### config.mk
export PLATFORM = sky130hd
export DESIGN_NAME = crc_checked_record_deframer_core
export DESIGN_NICKNAME = d
export VERILOG_FILES = /design/src/design/crcd_pkg.sv /design/src/design/crcd_cmd_queue.sv /design/src/design/crcd_front.sv /design/src/design/crcd_back.sv /design/src/design/crc_checked_record_deframer_core.sv
export SDC_FILE = /design/constraint.sdc
export NUM_CORES = 2
export LEC_CHECK = 0
export ABC_AREA = 1
export BUFFER_PORTS_ARGS = -buffer_cell sky130_fd_sc_hd__buf_4
export CELL_PAD_IN_SITES_DETAIL_PLACEMENT = 0
export CELL_PAD_IN_SITES_GLOBAL_PLACEMENT = 1
export CORE_MARGIN = 8
export CORE_UTILIZATION = 54
export DETAILED_ROUTE_END_ITERATION = 12
export HOLD_SLACK_MARGIN = 0.06
export PLACE_DENSITY_LB_ADDON = 0.12
export REMOVE_ABC_BUFFERS = 1
export SYNTH_ARGS = -nofsm -noshare
export SYNTH_HDL_FRONTEND = slang
export SYNTH_SLANG_ARGS = --single-unit
### constraint.sdc
create_clock -name i_clk -period 48.6 [get_ports i_clk]
set_clock_uncertainty 0.2 [all_clocks]
set_input_delay 7.29 -clock i_clk [delete_from_list [all_inputs] [get_ports i_clk]]
set_output_delay 7.29 -clock i_clk [all_outputs]
set_load 0.05 [all_outputs]
### src/design/crcd_pkg.sv
// Shared types, constants and functions for the CRC-checked record deframer.
package crcd_pkg;

    localparam int POS_W      = 7;
    localparam int SEQ_END    = 8;
    localparam int TS_END     = 16;
    localparam int LEN_END    = 20;
    localparam int CRC_END    = 24;
    localparam int CMDQ_AW    = 1;
    localparam int CMDQ_DEPTH = 2;

    localparam logic [31:0] CRC_POLY = 32'hEDB8_8320;
    localparam logic [47:0] MAX48    = 48'hFFFF_FFFF_FFFF;

    localparam logic [1:0] ST_PAYLOAD = 2'd0;
    localparam logic [1:0] ST_CRC_ERR = 2'd1;
    localparam logic [1:0] ST_LEN_ERR = 2'd2;
    localparam logic [1:0] ST_TRUNC   = 2'd3;

    typedef struct packed {
        logic [7:0] data_byte;
        logic       end_of_stream;
    } t_in_item;

    typedef struct packed {
        logic [1:0]  status;
        logic [7:0]  payload_byte;
        logic        last_of_run;
        logic [63:0] sequence_res;
        logic [63:0] timestamp;
        logic [31:0] good_records;
        logic [31:0] failed_records;
        logic [47:0] bytes_accepted;
    } t_result;

    typedef struct packed {
        logic [1:0]  status;
        logic [63:0] sequence_res;
        logic [63:0] timestamp;
        logic [31:0] good_records;
        logic [31:0] failed_records;
        logic [47:0] bytes_accepted;
        logic        bank;
    } t_cmd;

    function automatic logic [31:0] crc32_byte(input logic [31:0] crc, input logic [7:0] b);
        logic [31:0] c;
        c = crc ^ {24'd0, b};
        for (int k = 0; k < 8; k++) begin
            c = (c >> 1) ^ (c[0] ? CRC_POLY : 32'd0);
        end
        return c;
    endfunction

    function automatic logic [31:0] sat_inc32(input logic [31:0] v);
        return (v == 32'hFFFF_FFFF) ? v : v + 32'd1;
    endfunction

endpackage

### src/design/crcd_cmd_queue.sv
// Two-entry command queue between the record parser and the result sequencer.
module crcd_cmd_queue (
    input  logic          i_clk,
    input  logic          i_rst_n,
    input  logic          i_push,
    input  crcd_pkg::t_cmd i_cmd,
    input  logic          i_pop,
    output crcd_pkg::t_cmd o_head,
    output logic          o_valid,
    output logic          o_full
);
    import crcd_pkg::*;

    t_cmd                 r_entry [0:CMDQ_DEPTH-1];
    logic [CMDQ_AW-1:0]   r_wr_ptr;
    logic [CMDQ_AW-1:0]   r_rd_ptr;
    logic [CMDQ_AW:0]     r_count;

    assign o_head  = r_entry[r_rd_ptr];
    assign o_valid = (r_count != '0);
    assign o_full  = (r_count == (CMDQ_AW+1)'(CMDQ_DEPTH));

    always_ff @(posedge i_clk) begin
        if (i_push) begin
            r_entry[r_wr_ptr] <= i_cmd;
        end
    end

    always_ff @(posedge i_clk) begin
        if (!i_rst_n) begin
            r_wr_ptr <= '0;
            r_rd_ptr <= '0;
            r_count  <= '0;
        end else begin
            if (i_push) begin
                r_wr_ptr <= r_wr_ptr + 1'b1;
            end
            if (i_pop) begin
                r_rd_ptr <= r_rd_ptr + 1'b1;
            end
            r_count <= r_count + (CMDQ_AW+1)'(i_push) - (CMDQ_AW+1)'(i_pop);
        end
    end

endmodule

### src/design/crcd_front.sv
// Record parser: header capture, CRC accumulation, payload write and command issue.
module crcd_front #(
    parameter int PAYLOAD_BYTES = 32,
    parameter int HEADER_BYTES  = 24
) (
    input  logic                  i_clk,
    input  logic                  i_rst_n,
    input  logic                  i_push,
    input  crcd_pkg::t_in_item    i_item,
    input  logic                  i_q_full,
    input  logic                  i_release,
    output logic                  o_full,
    output logic                  o_q_push,
    output crcd_pkg::t_cmd        o_cmd,
    output logic                  o_wr_en,
    output logic [((PAYLOAD_BYTES > 1) ? $clog2(PAYLOAD_BYTES) : 1):0] o_wr_addr,
    output logic [7:0]            o_wr_data
);
    import crcd_pkg::*;

    localparam int IDX_W     = (PAYLOAD_BYTES > 1) ? $clog2(PAYLOAD_BYTES) : 1;
    localparam int REC_BYTES = HEADER_BYTES + PAYLOAD_BYTES;

    logic [POS_W-1:0] r_pos,     n_pos;
    logic             r_halted,  n_halted;
    logic [63:0]      r_seq,     n_seq;
    logic [63:0]      r_ts,      n_ts;
    logic [31:0]      r_len,     n_len;
    logic [31:0]      r_exp,     n_exp;
    logic [31:0]      r_crc,     n_crc;
    logic [31:0]      r_good,    n_good;
    logic [31:0]      r_fail,    n_fail;
    logic [47:0]      r_bytes,   n_bytes;
    logic             r_wbank,   n_wbank;
    logic [1:0]       r_busy,    n_busy;

    logic             accept;
    logic             in_payload;
    logic [POS_W-1:0] np;
    logic             len_err;
    logic             push_good;
    logic [1:0]       cmd_status;
    logic [48:0]      bytes_sum;

    assign in_payload = !r_halted && (r_pos >= POS_W'(HEADER_BYTES));
    assign o_full     = i_q_full || (in_payload && (r_busy == 2'd2));
    assign accept     = i_push && !o_full;
    assign np         = r_pos + 1'b1;
    assign bytes_sum  = {1'b0, r_bytes} + 49'(REC_BYTES);

    assign o_wr_data  = i_item.data_byte;
    assign o_wr_addr  = {r_wbank, IDX_W'(r_pos - POS_W'(HEADER_BYTES))};

    always_comb begin
        n_pos      = r_pos;
        n_halted   = r_halted;
        n_seq      = r_seq;
        n_ts       = r_ts;
        n_len      = r_len;
        n_exp      = r_exp;
        n_crc      = r_crc;
        n_good     = r_good;
        n_fail     = r_fail;
        n_bytes    = r_bytes;
        len_err    = 1'b0;
        push_good  = 1'b0;
        o_q_push   = 1'b0;
        o_wr_en    = 1'b0;
        cmd_status = ST_PAYLOAD;
        if (accept) begin
            if (r_halted) begin
                if (i_item.end_of_stream) begin
                    n_halted = 1'b0;
                    n_pos    = '0;
                end
            end else if (r_pos < POS_W'(HEADER_BYTES)) begin
                if (r_pos < POS_W'(SEQ_END)) begin
                    n_seq = {i_item.data_byte, r_seq[63:8]};
                end else if (r_pos < POS_W'(TS_END)) begin
                    n_ts = {i_item.data_byte, r_ts[63:8]};
                end else if (r_pos < POS_W'(LEN_END)) begin
                    n_len = {i_item.data_byte, r_len[31:8]};
                end else if (r_pos < POS_W'(CRC_END)) begin
                    n_exp = {i_item.data_byte, r_exp[31:8]};
                end
                n_pos = np;
                if (np == POS_W'(HEADER_BYTES)) begin
                    if (n_len != 32'(PAYLOAD_BYTES)) begin
                        len_err    = 1'b1;
                        n_fail     = sat_inc32(r_fail);
                        o_q_push   = 1'b1;
                        cmd_status = ST_LEN_ERR;
                        n_pos      = '0;
                        n_halted   = !i_item.end_of_stream;
                    end else begin
                        n_crc = '1;
                    end
                end
            end else begin
                o_wr_en = 1'b1;
                n_crc   = crc32_byte(r_crc, i_item.data_byte);
                n_pos   = np;
                if (np >= POS_W'(REC_BYTES)) begin
                    n_pos    = '0;
                    n_bytes  = bytes_sum[48] ? MAX48 : bytes_sum[47:0];
                    o_q_push = 1'b1;
                    if (~n_crc == r_exp) begin
                        push_good  = 1'b1;
                        n_good     = sat_inc32(r_good);
                        cmd_status = ST_PAYLOAD;
                    end else begin
                        n_fail     = sat_inc32(r_fail);
                        cmd_status = ST_CRC_ERR;
                    end
                end
            end
            if (i_item.end_of_stream && !r_halted && !len_err) begin
                if (n_pos >= POS_W'(HEADER_BYTES)) begin
                    n_fail     = sat_inc32(r_fail);
                    o_q_push   = 1'b1;
                    cmd_status = ST_TRUNC;
                end
                n_pos = '0;
            end
        end
        n_wbank = r_wbank ^ push_good;
        n_busy  = r_busy + 2'(push_good) - 2'(i_release);
    end

    always_comb begin
        o_cmd.status         = cmd_status;
        o_cmd.sequence_res   = n_seq;
        o_cmd.timestamp      = n_ts;
        o_cmd.good_records   = n_good;
        o_cmd.failed_records = n_fail;
        o_cmd.bytes_accepted = n_bytes;
        o_cmd.bank           = r_wbank;
    end

    always_ff @(posedge i_clk) begin
        if (!i_rst_n) begin
            r_pos    <= '0;
            r_halted <= 1'b0;
            r_seq    <= '0;
            r_ts     <= '0;
            r_len    <= '0;
            r_exp    <= '0;
            r_crc    <= '1;
            r_good   <= '0;
            r_fail   <= '0;
            r_bytes  <= '0;
            r_wbank  <= 1'b0;
            r_busy   <= '0;
        end else begin
            r_pos    <= n_pos;
            r_halted <= n_halted;
            r_seq    <= n_seq;
            r_ts     <= n_ts;
            r_len    <= n_len;
            r_exp    <= n_exp;
            r_crc    <= n_crc;
            r_good   <= n_good;
            r_fail   <= n_fail;
            r_bytes  <= n_bytes;
            r_wbank  <= n_wbank;
            r_busy   <= n_busy;
        end
    end

endmodule

### src/design/crcd_back.sv
// Result sequencer: payload buffer, buffer read stage and output register.
module crcd_back #(
    parameter int PAYLOAD_BYTES = 32
) (
    input  logic                  i_clk,
    input  logic                  i_rst_n,
    input  logic                  i_wr_en,
    input  logic [((PAYLOAD_BYTES > 1) ? $clog2(PAYLOAD_BYTES) : 1):0] i_wr_addr,
    input  logic [7:0]            i_wr_data,
    input  crcd_pkg::t_cmd        i_head,
    input  logic                  i_q_valid,
    output logic                  o_q_pop,
    output logic                  o_release,
    input  logic                  i_pop,
    output logic                  o_empty,
    output crcd_pkg::t_result     o_result
);
    import crcd_pkg::*;

    localparam int IDX_W     = (PAYLOAD_BYTES > 1) ? $clog2(PAYLOAD_BYTES) : 1;
    localparam int MEM_DEPTH = 2 << IDX_W;

    logic [7:0]       r_mem [0:MEM_DEPTH-1];
    logic [7:0]       r_rd_data;
    logic [IDX_W-1:0] r_idx;
    logic             r_a_valid;
    t_result          r_a_res;
    logic             r_b_valid;
    t_result          r_b_res;

    logic             b_load;
    logic             a_move;
    logic             a_load;
    logic             issue;
    logic             head_good;
    logic             is_last;
    t_result          a_res_in;

    assign b_load    = !r_b_valid || i_pop;
    assign a_move    = r_a_valid && b_load;
    assign a_load    = !r_a_valid || a_move;
    assign issue     = i_q_valid && a_load;
    assign head_good = (i_head.status == ST_PAYLOAD);
    assign is_last   = !head_good || (r_idx == IDX_W'(PAYLOAD_BYTES - 1));
    assign o_q_pop   = issue && is_last;
    assign o_release = issue && is_last && head_good;
    assign o_empty   = !r_b_valid;
    assign o_result  = r_b_res;

    always_comb begin
        a_res_in.status         = i_head.status;
        a_res_in.payload_byte   = '0;
        a_res_in.last_of_run    = is_last;
        a_res_in.sequence_res   = i_head.sequence_res;
        a_res_in.timestamp      = i_head.timestamp;
        a_res_in.good_records   = i_head.good_records;
        a_res_in.failed_records = i_head.failed_records;
        a_res_in.bytes_accepted = i_head.bytes_accepted;
    end

    always_ff @(posedge i_clk) begin
        if (i_wr_en) begin
            r_mem[i_wr_addr] <= i_wr_data;
        end
        if (issue) begin
            r_rd_data <= r_mem[{i_head.bank, r_idx}];
        end
    end

    always_ff @(posedge i_clk) begin
        if (issue) begin
            r_a_res <= a_res_in;
        end
        if (a_move) begin
            r_b_res <= r_a_res;
            if (r_a_res.status == ST_PAYLOAD) begin
                r_b_res.payload_byte <= r_rd_data;
            end
        end
    end

    always_ff @(posedge i_clk) begin
        if (!i_rst_n) begin
            r_idx     <= '0;
            r_a_valid <= 1'b0;
            r_b_valid <= 1'b0;
        end else begin
            if (issue) begin
                r_idx <= is_last ? '0 : r_idx + 1'b1;
            end
            if (a_load) begin
                r_a_valid <= issue;
            end
            if (b_load) begin
                r_b_valid <= a_move;
            end
        end
    end

endmodule

### src/design/crc_checked_record_deframer_core.sv
// Top level of the CRC-checked record deframer: parser, command queue and result sequencer.
//
//  channel   handshake          payload
//  -------   ----------------   ------------------------------
//  input     push / full        i_item   (data_byte, end_of_stream)
//  result    empty / pop        o_result (status .. bytes_accepted)
//
// One byte a cycle is taken while full is low; one result a cycle, while pop is held, leaves
// through a two-stage read/output pipe. full rises when the two-entry command queue is full,
// or in payload bytes while both payload banks still wait to be read out.
// A good record yields PAYLOAD_BYTES results, an error record one result.
// Reset is synchronous; the payload buffer needs no clearing, every entry is written first.
module crc_checked_record_deframer_core #(
    parameter int PAYLOAD_BYTES = 32,
    parameter int HEADER_BYTES  = 24
) (
    input  logic                 i_clk,
    input  logic                 i_rst_n,
    input  logic                 push,
    output logic                 full,
    input  crcd_pkg::t_in_item   i_item,
    output logic                 empty,
    input  logic                 pop,
    output crcd_pkg::t_result    o_result
);
    import crcd_pkg::*;

    localparam int IDX_W = (PAYLOAD_BYTES > 1) ? $clog2(PAYLOAD_BYTES) : 1;

    logic           q_push;
    logic           q_pop;
    logic           q_full;
    logic           q_valid;
    t_cmd           q_cmd;
    t_cmd           q_head;
    logic           release_bank;
    logic           wr_en;
    logic [IDX_W:0] wr_addr;
    logic [7:0]     wr_data;

    crcd_front #(
        .PAYLOAD_BYTES (PAYLOAD_BYTES),
        .HEADER_BYTES  (HEADER_BYTES)
    ) u_front (
        .i_clk     (i_clk),
        .i_rst_n   (i_rst_n),
        .i_push    (push),
        .i_item    (i_item),
        .i_q_full  (q_full),
        .i_release (release_bank),
        .o_full    (full),
        .o_q_push  (q_push),
        .o_cmd     (q_cmd),
        .o_wr_en   (wr_en),
        .o_wr_addr (wr_addr),
        .o_wr_data (wr_data)
    );

    crcd_cmd_queue u_queue (
        .i_clk   (i_clk),
        .i_rst_n (i_rst_n),
        .i_push  (q_push),
        .i_cmd   (q_cmd),
        .i_pop   (q_pop),
        .o_head  (q_head),
        .o_valid (q_valid),
        .o_full  (q_full)
    );

    crcd_back #(
        .PAYLOAD_BYTES (PAYLOAD_BYTES)
    ) u_back (
        .i_clk     (i_clk),
        .i_rst_n   (i_rst_n),
        .i_wr_en   (wr_en),
        .i_wr_addr (wr_addr),
        .i_wr_data (wr_data),
        .i_head    (q_head),
        .i_q_valid (q_valid),
        .o_q_pop   (q_pop),
        .o_release (release_bank),
        .i_pop     (pop),
        .o_empty   (empty),
        .o_result  (o_result)
    );

`ifndef SYNTHESIS
    a_no_queue_overflow: assert property (@(posedge i_clk) disable iff (!i_rst_n)
        q_push |-> (!q_full || q_pop))
        else $error("command pushed into a full queue");

    a_no_queue_underflow: assert property (@(posedge i_clk) disable iff (!i_rst_n)
        q_pop |-> q_valid)
        else $error("command popped from an empty queue");

    a_release_good_only: assert property (@(posedge i_clk) disable iff (!i_rst_n)
        release_bank |-> (q_valid && q_head.status == ST_PAYLOAD))
        else $error("payload bank released without a good record");

    a_empty_after_reset: assert property (@(posedge i_clk)
        $past(!i_rst_n) |-> empty)
        else $error("result shown straight after reset");
`endif

endmodule
==> results.ini <==
[pwr]
p_leak_nw=30.6
ir_drop_mv=0.0392
powerDensity_nw_per_um2=52.8

[detailed_routing]
ant_nets=0
wl_met3_um=11700
route.met2.wl_um=80900
vias=45429
wirelength_um=171000
first_pass_iters=6
met1_length_um=75000
avgViaCountPerCell=5.53
drt_iter0_drc=4607
drc=0
wl_per_cell_um=20.9
highest_layer=met5

[timing]
fin_setup_tns_ns=0
fin_crit_sh_pct=24.6
fin_crit_ns=11.94
setup_viol=0
slew_headroom_pct=20.5
rsz0062_at_grt=no
slew_viol_final=0
max_freq_ghz=0.0837
finalHoldViolCount=0
tightestPinTransition_ns=1.19
hold_slack_ns=0.211

[layout]
drive_above_1_share_pct=13.9
fin_cells=8211
multi_input_area_sq_um=17600
fillers=10450
area_delta_synth_final_pct=13.2
seq_area_sq_um=52200
layout.nets=6308

[placed_design]
gp_congestion=0.855
dp_hpwl_um=105000
place.port_buffers=265
dp.cells=7864

[clocking]
cts_buffers=184
root_buffer=clkbuf_16
clkLatencyLatePin_ns=0.82
clkTransAtPathRegs_ns=0.06
clock_sinks=1859
cts_tree=built
htreeDepth=4
cts_buffer_depth=3
cts_resized=0
cts_setup_buffers=0
hold_buffers=0

[min_path]
min_path_type=flip-flop to flip-flop

[global_route]
grt_pass1_wl_um=259000
track_usage_pct=22.7
grt_max_degree=144
first_global_vias=43282
antenna_found_initial=4
grt_overflow=0

[synth]
async_reset_ff_share_pct=0
ys.flop_type=edfxtp_1
seq_area_frac_synth_pct=71.8
ys_warn_count=0
yosys.area.top_type=edfxtp_1
synth_cells=6053
synth_edf_count=1500
synth-seq-cells=1859
synth.avg_cell_area_sq_um=12.0
ys_types=48
yosysMostFrequentCell=edfxtp_1
netlist.area_leader.share_pct=61.9
synth_top_cells_by_count=1500 x edfxtp_1, 1075 x nand2_1, 674 x nor2_1
synthTopCellsByArea=edfxtp_1 62%, dfxtp_1 9.9%, nand2_1 5.5%
synth_area_sq_um=72800

[critical_path]
crit_required_ns=48.82
critPathKind=input port to flip-flop
worstSetupEndpointType=flip-flop
path_cells=buf_4, inv_1, nand3_1, nand2_1, nand2_1, nor2_1, nand2_1, nor2_2, nand2_2, nand3_2, nand2_1, inv_1, nand4_1, nand3_1, nor2_4, buf_4, buf_4, buf_4
start_kind=input port
crit_arrival_ns=12.16
slowest_delay_ns=0.85
crit_fanout=69
slowest_stage=buf_4

[die]
core-area_sq_um=134000
fp.dieH_um=383
die_w_um=383
io_pins=266
rows=134
start_util_pct=54.5
die-area_sq_um=147000

[job]
drv_cap=0

[outcome]
run_status=finished clean

[layout make-up]
cell class / count / share of cell area (%)
well taps: 1768 / 2.69
clock buffers: 249 / 6.08
flip-flops and latches: 1859 / 63.4
diodes: 1 / 0.00304
clock inverters: 97 / 1.28
repair buffers: 312 / 2.87
inverters: 492 / 2.28
multi-input cells: 3433 / 21.4
[logic make-up after synthesis]
group | synth area share (%)
XOR/XNOR | 0.854
AND/OR/NAND/NOR | 12.3
AO/OA/AOI/OAI | 6.99
adder cells (fa/ha/maj) | 0.224
multiplexers | 3.71
buffers and inverters | 4.11
flip-flops | 71.8
[worst paths after layout]
kind	startpoint	to	slack, ns	depth (start not counted)
max	i_item[4]	u_queue.r_entry[0][196]	36.66	18
min	u_back.r_a_res[47]	u_back.o_result[47]	0.21	0
max reg2reg	u_front.r_pos[3]	u_queue.r_entry[0][196]	41.46	22
min reg2reg	u_back.r_a_res[47]	u_back.o_result[47]	0.21	0
[state kept, by name, indices dropped and copies added, names as in the netlist, 5 cells and up, named ones only]
| signal | cells |
|---|---|
| u_back.o_result | 251 |
| u_back.r_a_res | 243 |
| u_back.r_idx | 5 |
| u_back.r_mem | 512 |
| u_back.r_rd_data | 8 |
| u_front.r_bytes | 48 |
| u_front.r_crc | 32 |
| u_front.r_exp | 32 |
| u_front.r_fail | 32 |
| u_front.r_good | 32 |
| u_front.r_len | 32 |
| u_front.r_pos | 7 |
| u_front.r_seq | 64 |
| u_front.r_ts | 64 |
| u_queue.r_entry | 486 |
[per-layer routing]
metal,GRT usage (%),vias to the layer above
li1,-,21576
met1,32.0,22194
met2,36.8,1424
met3,3.93,233
met4,6.17,2
met5,0,-
[critical path: cells and delay by family]
kind                   cells  cell delay (ns)
buffers and inverters      6             3.29
AND/OR/NAND/NOR           12             1.33
[per-stage QoR]
| stage | area (sq um) | setup WS (ns) | util [%] | power [mW] |
|---|---|---|---|---|
| 6_report | 82400 | 36.66 | 61.6 | 4.35 |
| 5_1_grt | 82400 | 36.31 | 61.6 | 4.51 |
| 4_1_cts | 82400 | 36.67 | 61.6 | 4.38 |
| 3_5_place_dp | 76300 | 35.82 | 57.1 | 2.97 |
| 3_3_place_gp | 76300 | 35.86 | 57.1 | 2.96 |
| 2_1_floorplan | 71600 | 28.11 | - | 2.74 |
[cell usage in the layout, fill, tap and decap left out, types with 55 or more instances in the layout]
cell | netlist | final
edfxtp_1 | 1500 | 1500
o21ai_0 | 482 | 481
buf_4 | 10 | 310
clkbuf_16 | 0 | 186
a21oi_1 | 244 | 243
nor2_1 | 674 | 672
inv_1 | 478 | 474
nand3_1 | 236 | 236
mux2_2 | 240 | 240
o22ai_1 | 101 | 101
dfxtp_1 | 359 | 355
nand2_1 | 1075 | 1073
nor3_1 | 55 | 55
[power by group]
part	switching [mW]	total (mW)	internal, mW
Combinational	0.617	0.852	0.235
Sequential	0.0873	2.08	2.00
Clock	0.607	1.41	0.805
Note: power is estimated with default switching activity, not from simulation.
